--- src/rtl/core/dpcr_pkg.sv ---
// dpcr_pkg: shared constants, register indexes and sequencer states for the
// dma page chunk resolver core. No dependencies.
`default_nettype none

package dpcr_pkg;

  // page geometry
  localparam int PAGE_BYTES = 2048;
  localparam int PAGE_BITS  = 11;

  // default sizing
  localparam int DEF_MAX_BANKS = 8;
  localparam int DEF_MAX_BYTES = 61440;

  // field widths
  localparam int ADDR_W  = 64;
  localparam int WORD_W  = 32;
  localparam int COUNT_W = 16;
  localparam int CHUNK_W = 12;
  localparam int INDEX_W = 6;
  localparam int ENTRY_W = 3;
  localparam int BCNT_W  = 4;
  localparam int DIVCNT_W = 5;

  // stream widths (tdata padded to whole bytes)
  localparam int S_TDATA_W = 184;
  localparam int M_TDATA_W = 208;

  // configuration register indexes
  localparam logic CFG_BANK_COUNT = 1'b0;
  localparam logic CFG_HOST_COORD = 1'b1;

  localparam logic [BCNT_W-1:0] BANK_COUNT_RESET = 4'd8;

  // request kinds on tuser
  localparam logic FUNC_TABLE_WRITE = 1'b0;
  localparam logic FUNC_COPY        = 1'b1;

  // last chunk index before the result limit
  localparam logic [INDEX_W-1:0] INDEX_LIMIT = 6'd63;

  typedef enum logic [2:0] {
    ST_IDLE,
    ST_CHUNK,
    ST_SIDE,
    ST_DIV,
    ST_STORE,
    ST_OUT
  } state_t;

endpackage

`default_nettype wire

--- src/rtl/core/dma_page_chunk_resolver_core.sv ---
// dma_page_chunk_resolver_core: splits a copy request into page-safe chunks
// and resolves both endpoints. Depends on dpcr_pkg.
`default_nettype none

// One request is taken at a time; s_axis_tready is high only while the core
// is idle. A table write and an empty copy are done when taken; an oversized
// copy goes straight to its rejected result. Each chunk of a copy is set up in
// ST_CHUNK, then each endpoint is resolved in ST_SIDE, directly for an endpoint
// outside striped DRAM or through ST_DIV and ST_STORE for an endpoint in
// striped DRAM: page / bank_count runs on one shared restoring divider that
// makes one quotient bit per cycle, used first for the source and then for the
// destination. The chunk then waits in ST_OUT until the output takes it.
// Configuration writes are taken at any time but must only be issued while
// the core is idle.
module dma_page_chunk_resolver_core
  import dpcr_pkg::*;
#(
  parameter int MAX_BANKS = DEF_MAX_BANKS,
  parameter int MAX_BYTES = DEF_MAX_BYTES
) (
  input  wire logic                 clk,
  input  wire logic                 rst,

  input  wire logic                 cfg_we,
  input  wire logic                 cfg_index,
  input  wire logic [WORD_W-1:0]    cfg_data,

  input  wire logic                 s_axis_tvalid,
  output      logic                 s_axis_tready,
  // entry_index, entry_value, src_addr, dst_addr, byte_count, zero pad
  input  wire logic [S_TDATA_W-1:0] s_axis_tdata,
  // func
  input  wire logic                 s_axis_tuser,

  output      logic                 m_axis_tvalid,
  input  wire logic                 m_axis_tready,
  // src_local, src_middle, src_coord, dst_local, dst_middle, dst_coord,
  // chunk_bytes, owner_engine, realign, zero pad
  output      logic [M_TDATA_W-1:0] m_axis_tdata,
  // rejected
  output      logic                 m_axis_tuser,
  output      logic                 m_axis_tlast
);

  localparam int BANK_W = (MAX_BANKS > 1) ? $clog2(MAX_BANKS) : 1;

  // input field slices
  logic [ENTRY_W-1:0] in_entry_index;
  logic [WORD_W-1:0]  in_entry_value;
  logic [ADDR_W-1:0]  in_src_addr;
  logic [ADDR_W-1:0]  in_dst_addr;
  logic [COUNT_W-1:0] in_byte_count;

  assign in_entry_index = s_axis_tdata[2:0];
  assign in_entry_value = s_axis_tdata[34:3];
  assign in_src_addr    = s_axis_tdata[98:35];
  assign in_dst_addr    = s_axis_tdata[162:99];
  assign in_byte_count  = s_axis_tdata[178:163];

  state_t state;
  state_t state_next;

  // configuration and table
  logic [BCNT_W-1:0] bank_count;
  logic [WORD_W-1:0] host_coord;
  logic [WORD_W-1:0] bank_coord [MAX_BANKS];

  // request and walk registers
  logic [ADDR_W-1:0]   src_addr;
  logic [ADDR_W-1:0]   dst_addr;
  logic [COUNT_W-1:0]  size;
  logic [COUNT_W-1:0]  offset;
  logic [INDEX_W-1:0]  index;
  logic [CHUNK_W-1:0]  chunk;
  logic                side;
  logic [ADDR_W-1:0]   sum;

  // shared divider
  logic [DIVCNT_W-1:0] div_cnt;
  logic [WORD_W-1:0]   quo;
  logic [4:0]          rem;

  // result registers
  logic [WORD_W-1:0]  src_local, src_middle, src_coord;
  logic [WORD_W-1:0]  dst_local, dst_middle, dst_coord;
  logic               rejected;
  logic               last;

  // handshakes
  logic in_accept;
  logic out_accept;
  logic is_copy;
  logic is_empty;
  logic is_oversize;

  assign in_accept   = s_axis_tvalid && s_axis_tready;
  assign out_accept  = m_axis_tvalid && m_axis_tready;
  assign is_copy     = (s_axis_tuser == FUNC_COPY);
  assign is_empty    = (in_byte_count == '0);
  assign is_oversize = (32'(in_byte_count) > MAX_BYTES);

  // bank count clamped to 1..MAX_BANKS
  logic [4:0] eff_banks;
  always_comb begin
    if (bank_count == '0) begin
      eff_banks = 5'd1;
    end else if (32'(bank_count) > MAX_BANKS) begin
      eff_banks = 5'(MAX_BANKS);
    end else begin
      eff_banks = {1'b0, bank_count};
    end
  end

  // chunk bounds
  logic [COUNT_W-1:0] remaining;
  logic [CHUNK_W-1:0] chunk_first;
  logic [CHUNK_W-1:0] room;
  logic [CHUNK_W-1:0] chunk_clip;
  logic [COUNT_W-1:0] offset_adv;
  logic               last_chunk;
  logic               side_dram;
  logic               side_host;

  assign remaining   = size - offset;
  assign chunk_first = (remaining > COUNT_W'(PAGE_BYTES)) ? CHUNK_W'(PAGE_BYTES)
                                                          : remaining[CHUNK_W-1:0];
  assign room        = CHUNK_W'(PAGE_BYTES) - {1'b0, sum[PAGE_BITS-1:0]};
  assign chunk_clip  = (chunk > room) ? room : chunk;
  assign offset_adv  = offset + COUNT_W'(chunk);
  assign last_chunk  = (offset_adv >= size) || (index == INDEX_LIMIT);
  assign side_dram   = sum[ADDR_W-1];
  assign side_host   = (sum[ADDR_W-2:ADDR_W-4] != '0);

  // restoring divide step
  logic [5:0] rem_shift;
  logic [5:0] rem_sub;
  logic       rem_ge;
  logic [4:0] rem_next;

  assign rem_shift = {rem, quo[WORD_W-1]};
  assign rem_ge    = (rem_shift >= {1'b0, eff_banks});
  assign rem_sub   = rem_shift - {1'b0, eff_banks};
  assign rem_next  = rem_ge ? rem_sub[4:0] : rem_shift[4:0];

  // resolved dram endpoint from quotient and remainder
  logic [WORD_W-1:0] dram_local;
  logic [WORD_W-1:0] dram_coord;
  assign dram_local = {quo[WORD_W-PAGE_BITS-1:0], sum[PAGE_BITS-1:0]};
  assign dram_coord = bank_coord[rem[BANK_W-1:0]];

  // next state
  always_comb begin
    state_next = state;
    unique case (state)
      ST_IDLE: begin
        if (in_accept && is_copy && !is_empty) begin
          state_next = is_oversize ? ST_OUT : ST_CHUNK;
        end
      end
      ST_CHUNK: state_next = ST_SIDE;
      ST_SIDE: begin
        if (side_dram) begin
          state_next = ST_DIV;
        end else begin
          state_next = side ? ST_OUT : ST_SIDE;
        end
      end
      ST_DIV: begin
        if (div_cnt == '1) begin
          state_next = ST_STORE;
        end
      end
      ST_STORE: state_next = side ? ST_OUT : ST_SIDE;
      ST_OUT: begin
        if (out_accept) begin
          state_next = last ? ST_IDLE : ST_CHUNK;
        end
      end
      default: state_next = ST_IDLE;
    endcase
  end

  // handshake outputs
  always_comb begin
    s_axis_tready = 1'b0;
    m_axis_tvalid = 1'b0;
    unique case (state)
      ST_IDLE: s_axis_tready = 1'b1;
      ST_OUT:  m_axis_tvalid = 1'b1;
      default: begin
        s_axis_tready = 1'b0;
        m_axis_tvalid = 1'b0;
      end
    endcase
  end

  always_ff @(posedge clk) begin
    if (rst) begin
      state <= ST_IDLE;
    end else begin
      state <= state_next;
    end
  end

  // configuration registers and coordinate table
  always_ff @(posedge clk) begin
    if (rst) begin
      bank_count <= BANK_COUNT_RESET;
      host_coord <= '0;
      for (int i = 0; i < MAX_BANKS; i++) begin
        bank_coord[i] <= '0;
      end
    end else begin
      if (cfg_we) begin
        unique case (cfg_index)
          CFG_BANK_COUNT: bank_count <= cfg_data[BCNT_W-1:0];
          CFG_HOST_COORD: host_coord <= cfg_data;
          default: ;
        endcase
      end
      if (in_accept && (s_axis_tuser == FUNC_TABLE_WRITE) &&
          (32'(in_entry_index) < MAX_BANKS)) begin
        bank_coord[BANK_W'(in_entry_index)] <= in_entry_value;
      end
    end
  end

  // walk counters
  always_ff @(posedge clk) begin
    if (rst) begin
      offset <= '0;
      index  <= '0;
    end else if (state == ST_OUT && out_accept) begin
      if (last) begin
        offset <= '0;
        index  <= '0;
      end else begin
        offset <= offset_adv;
        index  <= index + INDEX_W'(1);
      end
    end
  end

  // datapath
  always_ff @(posedge clk) begin
    unique case (state)
      ST_IDLE: begin
        if (in_accept && is_copy) begin
          src_addr <= in_src_addr;
          dst_addr <= in_dst_addr;
          size     <= in_byte_count;
          rejected <= is_oversize;
          last     <= is_oversize;
          if (is_oversize) begin
            src_local  <= '0;
            src_middle <= '0;
            src_coord  <= '0;
            dst_local  <= '0;
            dst_middle <= '0;
            dst_coord  <= '0;
            chunk      <= '0;
          end
        end
      end
      ST_CHUNK: begin
        chunk <= chunk_first;
        sum   <= src_addr + ADDR_W'(offset);
        side  <= 1'b0;
      end
      ST_SIDE: begin
        if (side_dram) begin
          chunk   <= chunk_clip;
          quo     <= sum[PAGE_BITS+WORD_W-1:PAGE_BITS];
          rem     <= '0;
          div_cnt <= '0;
        end else begin
          if (side) begin
            dst_local  <= sum[WORD_W-1:0];
            dst_middle <= side_host ? sum[ADDR_W-1:WORD_W] : '0;
            dst_coord  <= side_host ? host_coord : sum[ADDR_W-1:WORD_W];
            last       <= last_chunk;
          end else begin
            src_local  <= sum[WORD_W-1:0];
            src_middle <= side_host ? sum[ADDR_W-1:WORD_W] : '0;
            src_coord  <= side_host ? host_coord : sum[ADDR_W-1:WORD_W];
            sum        <= dst_addr + ADDR_W'(offset);
            side       <= 1'b1;
          end
        end
      end
      ST_DIV: begin
        quo     <= {quo[WORD_W-2:0], rem_ge};
        rem     <= rem_next;
        div_cnt <= div_cnt + DIVCNT_W'(1);
      end
      ST_STORE: begin
        if (side) begin
          dst_local  <= dram_local;
          dst_middle <= '0;
          dst_coord  <= dram_coord;
          last       <= last_chunk;
        end else begin
          src_local  <= dram_local;
          src_middle <= '0;
          src_coord  <= dram_coord;
          sum        <= dst_addr + ADDR_W'(offset);
          side       <= 1'b1;
        end
      end
      ST_OUT: ;
      default: ;
    endcase
  end

  logic realign;
  assign realign = (src_local[5:0] != dst_local[5:0]);

  assign m_axis_tdata = {2'b00, realign, index[0], chunk,
                         dst_coord, dst_middle, dst_local,
                         src_coord, src_middle, src_local};
  assign m_axis_tuser = rejected;
  assign m_axis_tlast = last;

  // the core never takes a request while a result is pending
  a_no_overlap: assert property (@(posedge clk) disable iff (rst)
    !(s_axis_tready && m_axis_tvalid))
    else $error("request accepted while result pending");

  // a rejected result is always the only one
  a_reject_last: assert property (@(posedge clk) disable iff (rst)
    (m_axis_tvalid && m_axis_tuser) |-> m_axis_tlast)
    else $error("rejected result not marked last");

  // a normal chunk is never empty and never exceeds a page
  a_chunk_range: assert property (@(posedge clk) disable iff (rst)
    (m_axis_tvalid && !m_axis_tuser) |->
      (chunk != '0 && chunk <= CHUNK_W'(PAGE_BYTES)))
    else $error("chunk size out of range");

  // divider runs its full count before storing
  a_div_len: assert property (@(posedge clk) disable iff (rst)
    (state == ST_DIV && div_cnt != '1) |=> (state == ST_DIV))
    else $error("divider left early");

  // counters are back at zero whenever the core is idle
  a_idle_clear: assert property (@(posedge clk) disable iff (rst)
    (state == ST_IDLE) |-> (offset == '0 && index == '0))
    else $error("walk counters not cleared");

endmodule

`default_nettype wire
--- config.mk ---
export PLATFORM = sky130hd
export DESIGN_NAME = dma_page_chunk_resolver_core
export DESIGN_NICKNAME = d
export VERILOG_FILES = /design/src/rtl/core/dpcr_pkg.sv /design/src/rtl/core/dma_page_chunk_resolver_core.sv
export SDC_FILE = /design/constraint.sdc
export NUM_CORES = 1
export LEC_CHECK = 0
export BUFFER_PORTS_ARGS = -buffer_cell sky130_fd_sc_hd__buf_2
export CAP_MARGIN = 20
export CORE_ASPECT_RATIO = 1.25
export CORE_UTILIZATION = 30
export CTS_CLUSTER_DIAMETER = 120
export DETAILED_ROUTE_END_ITERATION = 10
export HOLD_SLACK_MARGIN = 0.05
export PLACE_DENSITY = 0.44
export SLEW_MARGIN = 20
export SYNTH_ARGS = -nofsm -noshare
export SYNTH_HDL_FRONTEND = slang
export SYNTH_SLANG_ARGS = --single-unit
--- constraint.sdc ---
create_clock -name clk -period 8.2 [get_ports clk]
set_clock_uncertainty 0.05 [all_clocks]
set_input_delay 2.05 -clock clk [delete_from_list [all_inputs] [get_ports clk]]
set_output_delay 2.05 -clock clk [all_outputs]
set_load 0.03 [all_outputs]
== Word level (Yosys, flattened, before mapping) ==
Memory sizes are Yosys's and may differ from the RTL's. A register that Yosys moved wholly into a read port is not among the register bits.
Index checks and enable logic that the tools add are counted.
W data, S select, Z words.
Storage, ports and cells
  register bits after elaboration: 518
  RAM bits: 256
  bits of input ports: 223
  output and inout bits: 212
  logic and storage cells: 162
  memories: 1
Cells by class
  $add $sub $neg: 8
  order comparisons: 6
  eq/ne operators: 20
  muxes and demuxes: 73
  bitwise operators: 2
  reduce and logical (&&, ||, !) cells: 29
Memories
  bank_coord: words 8, width 32, read ports 1, clocked after memory_dff 1, wr ports 8, line dma_page_chunk_resolver_core.sv:66  | logic [WORD_W-1:0] bank_coord [MAX_BANKS];
Operators with widths (count)
  $mux W32: 23
  $pmux W32 S3: 6
  $mux W64: 3
  $pmux W64 S3: 1
  $add A64 B16 Y64: 2
  $pmux W32 S2: 1
  $mux W12: 5
  $pmux W12 S3: 1
  $reduce_or A32 Y1: 1
  $mux W31: 1
  $mux W3: 8
  $ne A2 B2 Y1 const B: 12
  $pmux W5 S2: 2
  $pmux W3 S6: 1
  $add A16 B12 Y16: 1
  $ge A16 B16 Y1: 1
  $gt A16 B12 Y1 const B: 1
  $gt A16 B16 Y1 const B: 1
  $logic_not A16 Y1: 1
  $mux W16: 1
  $sub A16 B16 Y16: 1
  $mux W5: 3
  $mux W1: 13
  $gt A12 B12 Y1: 1
  other kinds (28): 47

== Depth between registers and ports, before layout ==
  depth after elaboration: 9
  depth in mapped cells: 15
  gate-level depth less buffers: 15

== Worst setup path after synthesis ==
Ideal clock, no wire load.
  path type: reg-to-reg
  from: reg state[0]
  to: reg sum[0], enable pin
  setup time: 580 ps
  arrival: 6010 ps
  path slack: 1560 ps
  cell stages (with the launch flop): 9
  path buffers: 3
  period minus slack after synthesis: 6640 ps
  path through: dfxtp_1 > buf_2 > nor2_1 > and2_1 > clkbuf_1 > nor2_1 > inv_2 > clkbuf_1 > a21boi_0
Between the ends
  longest elaborated chain between the ends: 3
  elaborated cells on any way between the ends: 8
  classes of those cells: eq/ne (6); reduce/logical (2)
Ends and longest elaborated chain
  start: declaration: line dma_page_chunk_resolver_core.sv:60  | state_t state;
  start signal: assignment: line dma_page_chunk_resolver_core.sv:201  | state <= state_next;
  $eq A3 B2 Y1 (tied with other cells): line dma_page_chunk_resolver_core.sv:246  | unique case (state)
  $ne A2 B2 Y1 (no line) or $reduce_bool A3 Y1 (tied branches)
  $reduce_and A4 Y1 (no line) *
  end signal: assignment: line dma_page_chunk_resolver_core.sv:267  | sum <= src_addr + ADDR_W'(offset);
  end signal: assignment: line dma_page_chunk_resolver_core.sv:286  | sum <= dst_addr + ADDR_W'(offset);
  end signal: assignment: line dma_page_chunk_resolver_core.sv:306  | sum <= dst_addr + ADDR_W'(offset);
  end: declaration: line dma_page_chunk_resolver_core.sv:76  | logic [ADDR_W-1:0] sum;
Every way passes the cells marked *; elsewhere a longest branch is shown, timed or not.
A chain may end at the register's enable or synchronous reset.

== Worst setup path after layout ==
  from: in s_axis_tdata[167]
  to: reg dst_middle[8], enable pin
Between the ends
  longest elaborated chain between the ends: 3
Ends and longest elaborated chain
  start: declaration: line dma_page_chunk_resolver_core.sv:31  | input wire logic [S_TDATA_W-1:0] s_axis_tdata,
  $gt A16 B16 Y1: line dma_page_chunk_resolver_core.sv:100  | assign is_oversize = (32'(in_byte_count) > MAX_BYTES);
  named net is_oversize: line dma_page_chunk_resolver_core.sv:94  | logic is_oversize;
  $ne A2 B2 Y1 (no line)
  $reduce_and A6 Y1 (no line)
  end signal: assignment: line dma_page_chunk_resolver_core.sv:279  | dst_middle <= side_host ? sum[ADDR_W-1:WORD_W] : '0;
  end: declaration: line dma_page_chunk_resolver_core.sv:85  | logic [WORD_W-1:0] dst_local, dst_middle, dst_coord;
The timed path passes the listed nets, and every way through them passes these cells.

==> impl_summary.md <==
Layout
In the final design database the tool counted ~3,500 nets. After the flow finishes, the layout carries non-filler instances totaling 4,843. The total of fill cells in the finished design is 11,700. Summing all flip-flop and latch instances after layout gives 22,600 um2. Summing all multi-input logic gate instances after layout gives 13,200 um2.

The post-route standard cell area excluding fillers is 43,300 um2. In the final layout, the share of cells above drive strength 1 is 22.5%. From synthesis to final layout, the design area changed by 18.7%.

STA
Static timing analysis puts the maximum clock frequency at ~0.23 GHz. The count of final max-slew check failures was 0. The max-slew headroom at the worst pin is 24.7%. For the pin with the worst max-slew slack, the measured transition is 1.13 ns. Summed over all failing endpoints, the final setup total negative slack is 0 ns.

The minimum period implied by the final worst setup slack is 4.43 ns. The setup violation total in the final timing report is 0. The share of the clock period used by the worst path after layout is 54.1%.

The worst hold slack is 0.404 ns. The count of final hold-check violations is 0. Setup repair after global routing left no endpoint under its margin.

Floorplanning
The floorplan die height is 392 um. Once the floorplan was initialized, standard cells occupied 30.3% of the core. The initialized floorplan defines 142 standard-cell rows.

During I/O placement, the number of pins put on the boundary was 435. Measured along the x axis, the die boundary spans ~310 um. The region available for standard cell placement spans 120,000 um2. The die area is between 100,000 and 150,000 um2.

Run
The count of max-cap constraint violations is 0.

Yosys
The post-synthesis cell type count is slightly above 90. Yosys attributes the largest share of cell area to sky130_fd_sc_hd__edfxtp_1, sky130_fd_sc_hd__and2_1, sky130_fd_sc_hd__mux4_2. By instance count, the leading cell after synthesis is sky130_fd_sc_hd__edfxtp_1. For this run, the number of Yosys warnings is 0.

The synthesized area divided by synthesized cell count is between 10 and 15 um2. Of the synthesized area, sequential elements account for 62.0%. The commonest cells after synthesis are sky130_fd_sc_hd__edfxtp_1, sky130_fd_sc_hd__and2_1, sky130_fd_sc_hd__nand2_1. In the synthesized netlist the async set-or-reset flop fraction comes to 0%.

The synthesized instance count is 2,778. The share of synthesized area in the top cell type comes to between 50 and 60%. The post-synth design cell area is 36,500 um2.

The library cell occupying the most area in the post-synthesis netlist is sky130_fd_sc_hd__edfxtp_1. The synthesis-stage register bit count is between 700 and 800. The number of enable-type register cells in the synthesized netlist is just over 700. The predominant post-synthesis flop cell is sky130_fd_sc_hd__edfxtp_1.

Critical path
Counting both buffers and inverters, the worst setup path holds a total of 2. The critical-path maximum fanout is 53. Walking the worst path, the cells encountered are buf_2 > nor4_1 > nand3_1 > nor2b_1 > nand3_1 > a21oi_1 > o21a_4 > buf_4.

The element type at the critical path start is an input pin. On the critical path, the stage with the largest delay is an instance of sky130_fd_sc_hd__o21a_4. STA classifies the critical path endpoint as a flop. In this design, the largest share of critical-path delay is due to compound AO/OA/AOI/OAI gates. The critical path is of the in2reg type. Among the stages of the critical path, the cell type that occurs most often is sky130_fd_sc_hd__nand3_1. The largest stage delay on the critical path is ~0.74 ns. STA puts the critical path data arrival time at approximately 4.7 ns.

STA puts the critical path data required time at approximately 8.5 ns.

CTS
The CTS tree is yes. The number of resized instances in the post-cts repair step is 0. The H-tree was split into 3 levels. The insertion delay to the later sink of the worst-skew pair is 0.69 ns.

The number of sinks on the clock net is 775. Clock-pin slew was measured on the worst setup and hold paths at ~0.060 ns. The number of setup buffers added after CTS is 0.

The number of CTS-inserted buffers is 85. The clock passes through at most 3 buffers. The root buffer cell is sky130_fd_sc_hd__clkbuf_16. The quantity of hold-fixing buffers added after cts is 0.

GRT
The wire length of the first global-routing pass is 174 mm. The number of global-route vias before repair is approximately 25,000. The maximum number of pins on one net before global-route repair is 82. Global routing used ~20% of the available tracks. The final global-route overflow total is 0.

The number of antenna violations at the first check in global routing is 15.

Placement
Including well taps, the total number of placed cells is ~4,700. The post-placement cell area is 40,400 um2. The quantity of I/O buffers inserted on ports is 425.

The final HPWL from detailed placement is 84.8 mm. Routability-driven placement finished with a final weighted congestion of 0.880.

Routing
After detailed routing, the number of vias per cell comes to 5.11. The total routed wirelength is 122 mm. The number of design-rule violations left by the first detailed-router iteration is 1,950.

In the routed design, unresolved DRC markers number 0. Detailed routing inserted a total of around 25,000 vias. The routed wirelength normalized by instance count is 25.2 um. The count of nets left with antenna violations once routing finished came out at 0. The iteration count of the initial detailed-routing pass is 5.

Pwr
The leakage power of the design is 15.9 nW. Power spread over the standard cell area amounts to ~340 nW/um2. The worst ir drop on vdd is 0.000207 V. After layout, the design draws a total of 14.6 mW.

Status
The run finished with clean final reports.

Worst hold path
The worst hold path belongs to the class reg2reg.
## stage by stage
step                      setup slack, ns  util [%]
final                                3.77      36.0
after CTS                            3.72      36.0
after detailed placement             2.98      33.6
after global routing                 3.58      36.0
after floorplan                      1.56         -
after global placement               3.02      33.6
## worst paths after layout
check               startpoint             end  slack [ns]  cells after the start
min reg2reg     host_coord[27]  host_coord[27]        0.40                      2
max reg2reg          offset[1]    m_axis_tlast        4.10                     14
max          s_axis_tdata[167]   dst_middle[8]        3.77                      8
min             host_coord[27]  host_coord[27]        0.40                      2
## kinds of logic after synthesis
group | after synthesis | synth area share [%]
mux | 143 | 6.16
fa+ha+maj | 100 | 3.53
flops | 775 | 62.0
xor+xnor | 138 | 3.31
buf+inv | 213 | 2.31
compound gates | 459 | 8.80
simple gates | 949 | 13.9
other cells | 1 | 0.0103
## worst reg2reg max path: stages (launching register included)
cell	delay, ns
sky130_fd_sc_hd__dfxtp_1	0.52
sky130_fd_sc_hd__inv_1	0.26
sky130_fd_sc_hd__fa_1	0.51
sky130_fd_sc_hd__nor2b_1	0.17
sky130_fd_sc_hd__o31a_1	0.29
sky130_fd_sc_hd__o211ai_1	0.20
sky130_fd_sc_hd__a31oi_1	0.54
sky130_fd_sc_hd__nand3_1	0.19
sky130_fd_sc_hd__xnor2_1	0.18
sky130_fd_sc_hd__ha_1	0.30
sky130_fd_sc_hd__nor2b_1	0.13
sky130_fd_sc_hd__o21ai_0	0.14
sky130_fd_sc_hd__a31oi_1	0.11
sky130_fd_sc_hd__a21oi_1	0.15
sky130_fd_sc_hd__o21ai_0	0.10
## per-layer routing
layer  vias up  GRT usage [%]  wire length [um]
met2       876           33.6             60200
li1      11300              -                 -
met5         -              0               103
met4        14           6.78              3420
met3       190           3.28              6860
met1     12400           24.8             51400
## state kept, by name, summed over array words and instances (netlist names), 6 cells and up, named ones only
name,count
src_addr,64
offset,16
dst_coord,32
sum,64
dst_local,32
bank_coord,256
src_middle,31
index,6
chunk,12
dst_addr,64
host_coord,32
dst_middle,31
src_coord,32
quo,32
src_local,32
size,16
## cells in the final DEF (no fill, tap or decap), types with 64 or more instances in the layout
cell type                   synthesis  final
sky130_fd_sc_hd__mux2i_1           76     76
sky130_fd_sc_hd__a21oi_1           93     91
sky130_fd_sc_hd__ha_1              95     95
sky130_fd_sc_hd__edfxtp_1         711    711
sky130_fd_sc_hd__nor2_1           114    103
sky130_fd_sc_hd__o22ai_1           78     78
sky130_fd_sc_hd__nand2_1          245    243
sky130_fd_sc_hd__buf_2              6    425
sky130_fd_sc_hd__and2_1           316    314
sky130_fd_sc_hd__mux4_2            64     64
sky130_fd_sc_hd__inv_1             70     69
sky130_fd_sc_hd__clkbuf_16          0     87
sky130_fd_sc_hd__xnor2_1           83     83
## cell type report
cell class	instances	share of cell area, %
inverter	72	0.624
antenna	1	0.00578
clock inverter	53	1.20
sequential	775	52.2
clock buffer	105	5.37
timing repair buffer	460	5.60
tap	1584	4.57
multi-input combinational	1793	30.4
## report_power, final
part           internal, mW  total [mW]  switching [mW]
registers              5.65        6.26           0.611
clock network          2.28        3.94            1.67
logic                  1.28        4.42            3.14
total                  9.21        14.6            5.42
Power figures use the tool's default switching activity.
